$ cat src/rtl/codebook_int8_dot_product_unit_assert.svh
// Assertion macros shared by the codebook dot product RTL.
// Depends on a clock named clk and an active-low reset named arst_n in scope.
`ifndef CODEBOOK_INT8_DOT_PRODUCT_UNIT_ASSERT_SVH
`define CODEBOOK_INT8_DOT_PRODUCT_UNIT_ASSERT_SVH

// Same-cycle implication, checked outside reset.
`define CBDP_ASSERT_SAME(label, ante, cons, msg) \
	label: assert property (@(posedge clk) disable iff (!arst_n) (ante) |-> (cons)) \
		else $error(msg);

// Next-cycle implication, checked outside reset.
`define CBDP_ASSERT_NEXT(label, ante, cons, msg) \
	label: assert property (@(posedge clk) disable iff (!arst_n) (ante) |=> (cons)) \
		else $error(msg);

`endif

$ cat src/rtl/cbdp_pkg.sv
// Shared constants and types for the codebook int8 dot product unit.
// No dependencies.
package cbdp_pkg;

	localparam int Lanes     = 4;
	localparam int IdxW      = 4;
	localparam int ByteW     = 8;
	localparam int SumW      = 32;
	localparam int CfgDataW  = 64;
	localparam int CfgIndexW = 1;
	localparam int Entries   = 1 << IdxW;
	localparam int IdxVecW   = Lanes * IdxW;

	typedef enum logic [CfgIndexW-1:0] {
		CFG_CODEBOOK_LOW  = 1'b0,
		CFG_CODEBOOK_HIGH = 1'b1
	} cfg_index_t;

	typedef logic [Lanes-1:0][ByteW-1:0] lane_bytes_t;
	typedef logic [IdxVecW-1:0]           lane_idx_t;

endpackage

$ cat src/rtl/codebook_int8_dot_product_unit.sv
// Codebook int8 dot product unit: takes one request of four weight indices and
// four int8 activations every cycle, looks each weight up in a 16-entry signed
// byte codebook, and adds the four products into a 32-bit wrapping sum. A request
// marked last clears the sum and raises out_valid with the finished sum, which is
// registered after the input stage, or later while an earlier result is still
// held. Throughput is one request per cycle; the input stalls only when a last
// request waits in the input stage while the previous result is held unread.
// Codebook words must be written through the cfg port while the unit is idle;
// the unit does not enforce it. Depends on cbdp_pkg, cbdp_codebook and cbdp_mac.
module codebook_int8_dot_product_unit
	import cbdp_pkg::*;
(
	input  logic                    clk,
	input  logic                    arst_n,
	input  logic                    cfg_write,
	input  logic [CfgIndexW-1:0]    cfg_index,
	input  logic [CfgDataW-1:0]     cfg_data,
	input  logic                    in_valid,
	output logic                    in_stall,
	input  logic [IdxVecW-1:0]      weight_indices,
	input  logic signed [ByteW-1:0] act0,
	input  logic signed [ByteW-1:0] act1,
	input  logic signed [ByteW-1:0] act2,
	input  logic signed [ByteW-1:0] act3,
	input  logic                    last,
	output logic                    out_valid,
	input  logic                    out_stall,
	output logic signed [SumW-1:0]  dot_sum
);

	lane_idx_t       lane_idx;
	lane_bytes_t     weights;
	lane_bytes_t     acts;
	logic [SumW-1:0] dot_sum_raw;

	assign acts    = {act3, act2, act1, act0};
	assign dot_sum = $signed(dot_sum_raw);

	cbdp_codebook u_codebook (
		.clk       (clk),
		.arst_n    (arst_n),
		.cfg_write (cfg_write),
		.cfg_index (cfg_index),
		.cfg_data  (cfg_data),
		.lane_idx  (lane_idx),
		.weights   (weights)
	);

	cbdp_mac u_mac (
		.clk            (clk),
		.arst_n         (arst_n),
		.in_valid       (in_valid),
		.in_stall       (in_stall),
		.weight_indices (weight_indices),
		.acts           (acts),
		.last           (last),
		.lane_idx       (lane_idx),
		.weights        (weights),
		.out_valid      (out_valid),
		.out_stall      (out_stall),
		.dot_sum        (dot_sum_raw)
	);

endmodule

$ cat src/rtl/cbdp_codebook.sv
// Codebook registers and the per-lane weight lookup.
// Depends on cbdp_pkg.
`include "codebook_int8_dot_product_unit_assert.svh"

module cbdp_codebook
	import cbdp_pkg::*;
(
	input  logic                 clk,
	input  logic                 arst_n,
	input  logic                 cfg_write,
	input  logic [CfgIndexW-1:0] cfg_index,
	input  logic [CfgDataW-1:0]  cfg_data,
	input  lane_idx_t            lane_idx,
	output lane_bytes_t          weights
);

	logic [CfgDataW-1:0]       cb_low_q;
	logic [CfgDataW-1:0]       cb_high_q;
	logic [2*CfgDataW-1:0]     cb_all;

	always_ff @(posedge clk or negedge arst_n) begin
		if (!arst_n) begin
			cb_low_q  <= '0;
			cb_high_q <= '0;
		end else if (cfg_write) begin
			unique case (cfg_index)
				CFG_CODEBOOK_LOW:  cb_low_q  <= cfg_data;
				CFG_CODEBOOK_HIGH: cb_high_q <= cfg_data;
				default: ;
			endcase
		end
	end

	// entry i sits at byte i of the concatenated words
	assign cb_all = {cb_high_q, cb_low_q};

	always_comb begin
		for (int i = 0; i < Lanes; i++) begin
			weights[i] = cb_all[{lane_idx[i*IdxW +: IdxW], 3'b000} +: ByteW];
		end
	end

	`CBDP_ASSERT_NEXT(a_cb_low_write, cfg_write && (cfg_index == CFG_CODEBOOK_LOW),
		cb_low_q == $past(cfg_data), "codebook low word not taken")

endmodule

$ cat src/rtl/cbdp_mac.sv
// Input stage, four-lane multiply-accumulate, running sum and result register.
// Depends on cbdp_pkg; weights come from cbdp_codebook.
`include "codebook_int8_dot_product_unit_assert.svh"

module cbdp_mac
	import cbdp_pkg::*;
(
	input  logic               clk,
	input  logic               arst_n,
	input  logic               in_valid,
	output logic               in_stall,
	input  lane_idx_t          weight_indices,
	input  lane_bytes_t        acts,
	input  logic               last,
	output lane_idx_t          lane_idx,
	input  lane_bytes_t        weights,
	output logic               out_valid,
	input  logic               out_stall,
	output logic [SumW-1:0]    dot_sum
);

	logic                      valid_s1;
	logic                      last_s1;
	lane_idx_t                 idx_s1;
	lane_bytes_t               acts_s1;
	logic [SumW-1:0]           running_sum_q;
	logic                      out_valid_q;
	logic [SumW-1:0]           dot_sum_q;
	logic                      advance;
	logic                      blocked;
	logic signed [2*ByteW-1:0] prod [Lanes];
	logic [SumW-1:0]           sum;

	// only a last request can wait, and only on an unread result
	assign blocked  = valid_s1 && last_s1 && out_valid_q && out_stall;
	assign advance  = valid_s1 && !blocked;
	assign in_stall = blocked;
	assign lane_idx = idx_s1;

	always_comb begin
		sum = running_sum_q;
		for (int i = 0; i < Lanes; i++) begin
			prod[i] = $signed(weights[i]) * $signed(acts_s1[i]);
			sum     = sum + SumW'(prod[i]);
		end
	end

	always_ff @(posedge clk or negedge arst_n) begin
		if (!arst_n) begin
			valid_s1      <= 1'b0;
			running_sum_q <= '0;
			out_valid_q   <= 1'b0;
		end else begin
			if (!blocked) begin
				valid_s1 <= in_valid;
			end
			if (advance) begin
				running_sum_q <= last_s1 ? '0 : sum;
			end
			if (advance && last_s1) begin
				out_valid_q <= 1'b1;
			end else if (!out_stall) begin
				out_valid_q <= 1'b0;
			end
		end
	end

	always_ff @(posedge clk) begin
		if (in_valid && !blocked) begin
			idx_s1  <= weight_indices;
			acts_s1 <= acts;
			last_s1 <= last;
		end
		if (advance && last_s1) begin
			dot_sum_q <= sum;
		end
	end

	assign out_valid = out_valid_q;
	assign dot_sum   = dot_sum_q;

	`CBDP_ASSERT_SAME(a_stall_cause, in_stall,
		valid_s1 && last_s1 && out_valid_q, "input stalled without a pending result")
	`CBDP_ASSERT_NEXT(a_clear_on_last, advance && last_s1,
		running_sum_q == '0, "running sum not cleared after last")
	`CBDP_ASSERT_SAME(a_result_source, $rose(out_valid_q),
		$past(advance && last_s1), "result raised without a last request")

endmodule
$ cat config.mk
export PLATFORM = sky130hd
export DESIGN_NAME = codebook_int8_dot_product_unit
export DESIGN_NICKNAME = d
export VERILOG_FILES = /design/src/rtl/cbdp_pkg.sv /design/src/rtl/codebook_int8_dot_product_unit.sv /design/src/rtl/cbdp_codebook.sv /design/src/rtl/cbdp_mac.sv
export VERILOG_INCLUDE_DIRS = /design/src /design/src/rtl
export SDC_FILE = /design/constraint.sdc
export NUM_CORES = 1
export LEC_CHECK = 0
export BUFFER_PORTS_ARGS = -buffer_cell sky130_fd_sc_hd__buf_4
export CAP_MARGIN = 40
export CORE_MARGIN = 2
export CORE_UTILIZATION = 58
export DETAILED_ROUTE_END_ITERATION = 12
export PLACE_DENSITY = 0.81
export SETUP_SLACK_MARGIN = 0.05
export SKIP_LAST_GASP = 1
export SLEW_MARGIN = 20
export SYNTH_ARGS = -nofsm -noshare
export SYNTH_HDL_FRONTEND = slang
export SYNTH_SLANG_ARGS = --single-unit
$ cat constraint.sdc
create_clock -name clk -period 23.4 [get_ports clk]
set_clock_uncertainty 0.15 [all_clocks]
set_input_delay 3.51 -clock clk [delete_from_list [all_inputs] [get_ports clk]]
set_output_delay 3.51 -clock clk [all_outputs]
set_load 0.01 [all_outputs]
==> After elaboration in Yosys (flattened, before gate mapping) <==
Index checks and enable logic that the tools add are counted.
{ "word_totals": {"ff_bits": 243, "in_bits": 119, "output_inout_bits": 34, "elab_cells": 38} }
{ "classes": {"n_addsub": 4, "mul": 4, "eq_ne": 1, "shift": 4, "mux": 3, "bitwise": 1, "reduce_logical": 9} }
{ "ops": {"columns": ["cell", "count"], "rows": [
  ["variable part select 128 x 8 -> 8 bit", 4],
  ["adder 32 bit", 4],
  ["multiplier 8 x 8 -> 16 bit", 4],
  ["2-to-1 mux 32 bit", 1],
  ["logical AND 1 bit", 6],
  ["AND reduction 2 bit", 2],
  ["2-to-1 mux 1 bit", 2],
  ["!= test 2 x 1 -> 1 bit, second input constant", 1],
  ["zero test 1 bit", 1],
  ["NOT 1 bit", 1]
]} }

==> Logic depth before layout (Yosys ltp) <==
Gate-level depths: netlist of the first run.
{ "logic_depth": {"word_depth": 7, "depth_mapped": 37, "mapped_depth_nobuf": 33} }

==> By module <==
A second synthesis of the first run with hierarchy kept.
{ "hier_totals": {"cells_unflattened": 2238, "area_unflattened_um2": 26051.2} }
{ "modules_own_cells": {"columns": ["mod", "n_inst", "cells_per_inst", "area_per_inst_um2", "seq_area_each_um2"], "rows": [
  ["cbdp_mac", 1, 1687, 17240.3, 3283.1],
  ["cbdp_codebook", 1, 551, 8811.0, 3203.1]
]} }

==> Least setup slack after synthesis of the first run <==
No wires, ideal clock.
{ "synth_path": {"path_type": "register to register", "from": "register u_mac.idx_s1[4] (netlist: u_mac.lane_idx[4])", "to": "register u_mac.dot_sum_q[24] (netlist: u_mac.dot_sum[24]) (data pin)", "setup_time_ps": 255, "t_arrival_ps": 9089, "t_required_ps": 22995, "slack_ps": 13906, "stages_incl_launch_ff": 34, "n_path_buf": 3, "synth_period_minus_slack_ps": 9494, "path_cell_list": "edfxtp_1 buf_2 buf_2 mux4_2 mux4_2 and2_1 fa_1 inv_1 fa_1 inv_1 fa_1 inv_1 fa_1 inv_1 ha_1 nor2b_1 or4_1 a211oi_1 a21oi_1 xnor2_1 fa_1 inv_1 fa_1 inv_1 fa_1 inv_1 ha_1 clkbuf_1 a21oi_1 o211ai_1 a21boi_1 a211oi_1 or3_1 and2_1"} }
{ "synth_via": {"elab_chain_len": 5} }
{ "synth_lines": {"columns": ["item", "line_no", "text"], "rows": [
  ["start: declaration", "cbdp_mac.sv:24", "lane_idx_t idx_s1;"],
  ["start signal: assignment", "cbdp_mac.sv:70", "idx_s1 <= weight_indices;"],
  ["variable part select 128 x 8 -> 8 bit", "cbdp_codebook.sv:39", "weights[i] = cb_all[{lane_idx[i*IdxW +: IdxW], 3'b000} +: ByteW];"],
  ["multiplier 8 x 8 -> 16 bit", "cbdp_mac.sv:43", "prod[i] = $signed(weights[i]) * $signed(acts_s1[i]);"],
  ["adder 32 bit (3 in a row)", "cbdp_mac.sv:44", "sum = sum + SumW'(prod[i]);"],
  ["via u_mac.sum[24]", "cbdp_mac.sv:32", "logic [SumW-1:0] sum;"],
  ["end signal: assignment", "cbdp_mac.sv:75", "dot_sum_q <= sum;"],
  ["end: declaration", "cbdp_mac.sv:28", "logic [SumW-1:0] dot_sum_q;"]
]} }
The timed path passes the listed nets, and every way through them passes these cells.
A chain may end at the register's enable or synchronous reset.

==> Worst setup path in the final report of the first run <==
{ "layout_path": {"from": "register u_mac.idx_s1[12] (netlist: u_mac.lane_idx[12])", "to": "register u_mac.running_sum_q[27]"} }
{ "layout_via": {"elab_chain_len": 4} }
{ "layout_lines": {"columns": ["item", "line_no", "text"], "rows": [
  ["variable part select 128 x 8 -> 8 bit", "cbdp_codebook.sv:39", null],
  ["multiplier 8 x 8 -> 16 bit", "cbdp_mac.sv:43", null],
  ["adder 32 bit", "cbdp_mac.sv:44", null],
  ["via u_mac.sum[27]", "cbdp_mac.sv:32", null],
  ["2-to-1 mux 32 bit", "cbdp_mac.sv:58", "running_sum_q <= last_s1 ? '0 : sum;"],
  ["end signal: assignment", "cbdp_mac.sv:58", null],
  ["end: declaration", "cbdp_mac.sv:26", "logic [SumW-1:0] running_sum_q;"]
]} }
The timed path passes the listed nets, and every way through them passes these cells.

==> results.ini, run 1 <==
[critical_path]
r2r-start = u_mac.lane_idx[12]
critPathRequiredTime_ns = 23.72
reg2reg_to = u_mac.running_sum_q[27]
crit_path_max_fanout = 32
endpoint_kind = register
rrSetupSlack_ns = 12.68
slowest_stage = mux4_2
arrival_ns = 11.04
worstSetupStartpointType = register
r2r_cells = 32
criticalPathCategory = register to register
max_stage_delay_ns = 0.60

[cts]
insertion_delay_ns = 0.60
numCtsBuffers = 29
cts_setup_buffers = 0
cts.sinks = 243
cts_root_buffer = clkbuf_16
cts_resized = 0
htree_levels = 1
cts_tree = built
holdBufCountCts = 0
path_clk_slew_ns = 0.07
cts.path.max_buffers = 3

[logic_synthesis]
synthFlopType = dfrtp_1
synth_cell_types = 60
synth.avg_cell_area_um2 = 11.7
synth_top_area_share = 0.223
netlist_top_cells_area = fa_1 22%, dfrtp_1 16%, mux4_2 13%
synth_edf_count = 81
async_flop_share = 0.667
ys_warn_count = 0
yosys_register_bits = 243
seq_area_frac_synth = 0.255
netlist_area_um2 = 25400
synth.net_count = 2727
synth_area_leader_cell = fa_1
syn_inst = 2176

[die]
die_x_um = 213
die_area_um2 = 45500
start_util = 0.589
ios = 153
die_h_um = 213
coreArea_um2 = 43200
fp-row-count = 76

[global_route]
grt_pass1_vias = 18600
grt.overflow.total = 0
antenna_found_initial = 0
grt_max_degree = 69
grt_pass1_wl_um = 99800
grt_use_total = 0.285

[placed_design]
pre_cts_ws_ns = 12.75
io_buffers = 152
gp_congestion = 0.902
place_area_um2 = 27100
dp_hpwl_um = 47600

[sta]
worst_pin_slew_ns = 0.839
clock.fmax_mhz = 93.3
period_share = 0.458
period_minus_slack_ns = 10.72
setup_viol = 0
rsz0062_at_grt = false
slew_headroom = 0.441
drv_slew = 0
fin_tns_setup_ns = 0
setup_ws_ns = 12.68
hold_violations = 0

[hold_path]
worst_hold_startpoint = u_mac.running_sum_q[1]
min_path_type = register to register
min_delay_path_depth = 2
min_to = u_mac.running_sum_q[1]

[finish]
fin_area_um2 = 28200
layout_common_cells = 432 x inv_1, 283 x fa_1, 165 x buf_4
layout.nets = 2864
final_common_cell = inv_1
final_core_util = 0.653
drive_above_1_share = 0.223
antenna_cells = 0
areaGrowthSynthToFinish_pct = 10.9

[route]
num_vias = 17300
firstDrtPassIters = 5
vias_per_cell = 5.94
routed_wirelength_um = 62100
drt-initial-drc-count = 1282
drcViolationCount = 0
drtAntennaViolNets = 0
drt-wirelength-per-cell_um = 21.3

[flow_run]
drv_cap = 0

[outcome]
status = complete, no violations

==> through the flow <==
step                      std cells  hold slack (ns)
after floorplan                2176            0.289
after global placement         2861            0.307
after detailed placement       2864            0.335
after CTS                      2918            0.349
after global routing           2921            0.356
final                          2921            0.346
==> how the worst max path moves through the flow <==
stage                             startpoint                 endpoint  slack, ns  cells past startpoint
after floorplan            u_mac.lane_idx[4]        u_mac.dot_sum[24]      13.91                     33
after global placement    u_mac.lane_idx[12]        u_mac.dot_sum[24]      12.86                     31
after detailed placement  u_mac.lane_idx[12]  u_mac.running_sum_q[30]      12.75                     32
after CTS                 u_mac.lane_idx[12]  u_mac.running_sum_q[30]      12.69                     32
after global routing      u_mac.lane_idx[12]  u_mac.running_sum_q[30]      12.21                     32
final                     u_mac.lane_idx[12]  u_mac.running_sum_q[27]      12.68                     32
==> area by class of cell <==
class	instances	area [µm²]
sequential	243	6490
clock buffer	35	758
inverter	437	1640
clock inverter	19	211
timing repair buffer	172	1400
tap	585	732
fill	3228	15000
multi-input combinational	1430	17000
==> cells in the mapped netlist, types with 29 or more instances <==
cell type	count
xnor2_1	74
mux2_2	128
inv_1	432
nand2_1	118
nor2_1	71
a21oi_1	59
dfrtp_1	162
and2_1	152
clkbuf_1	29
mux4_2	152
edfxtp_1	81
fa_1	283
ha_1	149
==> kinds of logic (layout without fill, tap and decap cells) <==
family,count (synthesis),in the layout,synth area share
AND/OR/NAND/NOR,422,422,0.0855
XOR/XNOR,95,95,0.0327
multiplexers,288,288,0.200
flip-flops,243,243,0.255
buffers and inverters,503,663,0.0782
adder cells (fa/ha/maj),432,432,0.296
AO/OA/AOI/OAI,193,193,0.0522
==> critical path: cells and delay by family, from the launching register on <==
family | cells | cell delay [ns]
multiplexers | 2 | 1.20
AO/OA/AOI/OAI | 6 | 1.50
flip-flops | 1 | 0.32
buffers and inverters | 8 | 1.50
adder cells (fa/ha/maj) | 9 | 4.11
XOR/XNOR | 2 | 0.63
AND/OR/NAND/NOR | 5 | 1.11
==> metal layers <==
metal | up-vias | routed length [µm] | track usage
met4 | 0 | 2070 | 0.0948
met2 | 797 | 30300 | 0.474
li1 | 7581 | - | -
met3 | 142 | 4900 | 0.0552
met5 | - | 0 | 0
met1 | 8824 | 24800 | 0.380
==> registers in the layout, indices dropped and copies added, names as in the netlist <==
signal / flops
u_codebook.cb_high_q: 64
u_codebook.cb_low_q: 64
u_mac.last_s1: 1
u_mac.out_valid: 1
u_mac.running_sum_q: 32
u_mac.acts_s1: 32
u_mac.dot_sum: 32
u_mac.lane_idx: 16
u_mac.valid_s1: 1
Power of run 1 is left out: the tool's default activity adds up to more than one toggle a clock period on the data nets, which glitch-free logic cannot reach.
==> run 2, diff against run 1 <==
Settings changed: CORE_UTILIZATION 58 to 57, PLACE_DENSITY 0.81 to 0.82.
Clock period 23.4 ns to 9.4 ns, I/O delays scaled along.
==> results.ini, run 2 (synthesis results as in run 1) <==
[outcome]
status = finished with violations
violations = setup timing

[finish]
antenna_cells = 0
drive_above_1_share = 0.338
layout.nets = 3045
areaGrowthSynthToFinish_pct = 21.4
layout_common_cells = 413 x inv_1, 302 x buf_4, 279 x fa_1
top_regs = u_codebook.cb_high_q (64), u_codebook.cb_low_q (64)
final_core_util = 0.699
final_common_cell = inv_1

[critical_path]
cp_common_cell = fa_1
crit_buf_inv = 10
arrival_ns = 9.79
r2r-start = u_mac.lane_idx[12]
crit_path_max_fanout = 5
cp-startpoint = u_mac.lane_idx[12]
critPathRequiredTime_ns = 9.60
cpLargestDelayFamily = adder cells
max_stage_delay_ns = 0.59
r2r_cells = 33
reg2reg_to = u_mac.dot_sum[24]
worstSetupStartpointType = register
endpoint_kind = register
criticalPathCategory = register to register
slowest_stage = mux4_2
rrSetupSlack_ns = -0.19

[sta]
period_share = 1.02
period_minus_slack_ns = 9.59
setup_ws_ns = -0.187
drv_slew = 0
worst_pin_slew_ns = 0.834
hold_violations = 0
setup_viol = 20
slew_headroom = 0.443
whs_ns = 0.334
clock.fmax_mhz = 104
fin_tns_setup_ns = -1.57
rsz0062_at_grt = true

[die]
start_util = 0.576
coreArea_um2 = 44100
ios = 153
die_area_um2 = 46300
die_x_um = 215
fp-row-count = 77
die_h_um = 215

[route]
vias_per_cell = 5.98
drt-wirelength-per-cell_um = 22.8
drt-initial-drc-count = 1622
routed_wirelength_um = 70800
drcViolationCount = 0
firstDrtPassIters = 7
num_vias = 18600
drtAntennaViolNets = 0

[cts]
cts_root_buffer = clkbuf_16
htree_levels = 1
path_clk_slew_ns = 0.06
cts_tree = built
cts.path.max_buffers = 3
cts.sinks = 243
numCtsBuffers = 29
insertion_delay_ns = 0.60

[hold_path]
min_path_type = register to register
min_to = u_mac.running_sum_q[1]
worst_hold_startpoint = u_mac.running_sum_q[1]
min_delay_path_depth = 2

[global_route]
grt_max_degree = 65
grt_use_total = 0.300
antenna_found_initial = 1
grt_pass1_vias = 19800
grt_pass1_wl_um = 108000
grt.overflow.total = 0

[flow_run]
drv_cap = 0

[placed_design]
gp_congestion = 0.926
pre_cts_ws_ns = -0.247
dp_hpwl_um = 52100
io_buffers = 152

==> run 2: area by class of cell <==
| cell class | count | area (µm²) |
|---|---|---|
| Fill cell | 2991 | 13300 |
| Clock inverter | 16 | 180 |
| Sequential cell | 243 | 6490 |
| Tap cell | 592 | 741 |
| Clock buffer | 38 | 801 |
| Timing Repair Buffer | 353 | 3180 |
| Inverter | 437 | 1650 |
| Multi-Input combinational cell | 1430 | 17800 |
==> run 2: routing by layer <==
metal / routed length, µm / global-route usage / vias to the layer above / part of all wire
met5: 0 / 0 / - / 0
li1: - / - / 7936 / -
met1: 26300 / 0.384 / 9416 / 0.37
met4: 4430 / 0.152 / 0 / 0.063
met3: 5270 / 0.0437 / 252 / 0.074
met2: 34800 / 0.504 / 991 / 0.49
==> run 2: worst reg2reg max path, delay by kind of cell, from the launching register on <==
| kind | cells | cell delay [ns] |
|---|---|---|
| buffers and inverters | 10 | 1.02 |
| xor gates and xnor gates | 1 | 0.17 |
| AOI/OAI and AO/OA | 6 | 1.09 |
| and+or+nand+nor | 5 | 1.29 |
| adders and majority gates | 9 | 4.08 |
| DFF | 1 | 0.38 |
| muxes | 2 | 1.14 |
==> run 2: worst max path at each step <==
stage	to	slack, ns	cells past startpoint
after floorplan	u_mac.dot_sum[24]	0.04	34
after global placement	u_mac.running_sum_q[30]	-0.06	33
after detailed placement	u_mac.running_sum_q[30]	-0.25	33
after CTS	u_mac.running_sum_q[30]	-0.04	35
after global routing	u_mac.dot_sum[24]	-0.42	33
final	u_mac.dot_sum[24]	-0.19	33
==> run 2: stage by stage <==
stage                     std cells  cell area [µm²]
after floorplan                2176            25400
after global placement         2998            28200
after detailed placement       3002            28300
after CTS                      3080            30000
after global routing           3109            30800
final                          3109            30800
==> run 2: what timing repair did <==
item	in CTS	in global routing
pin swaps	18	66
cloned	4	2
setup endpoints to repair	21	35
hold buffers	0	0
endpoints found under the hold margin	0	0
setup buffers	20	28
gates resized for setup	74	133
Power of run 2 is left out for the same reason.
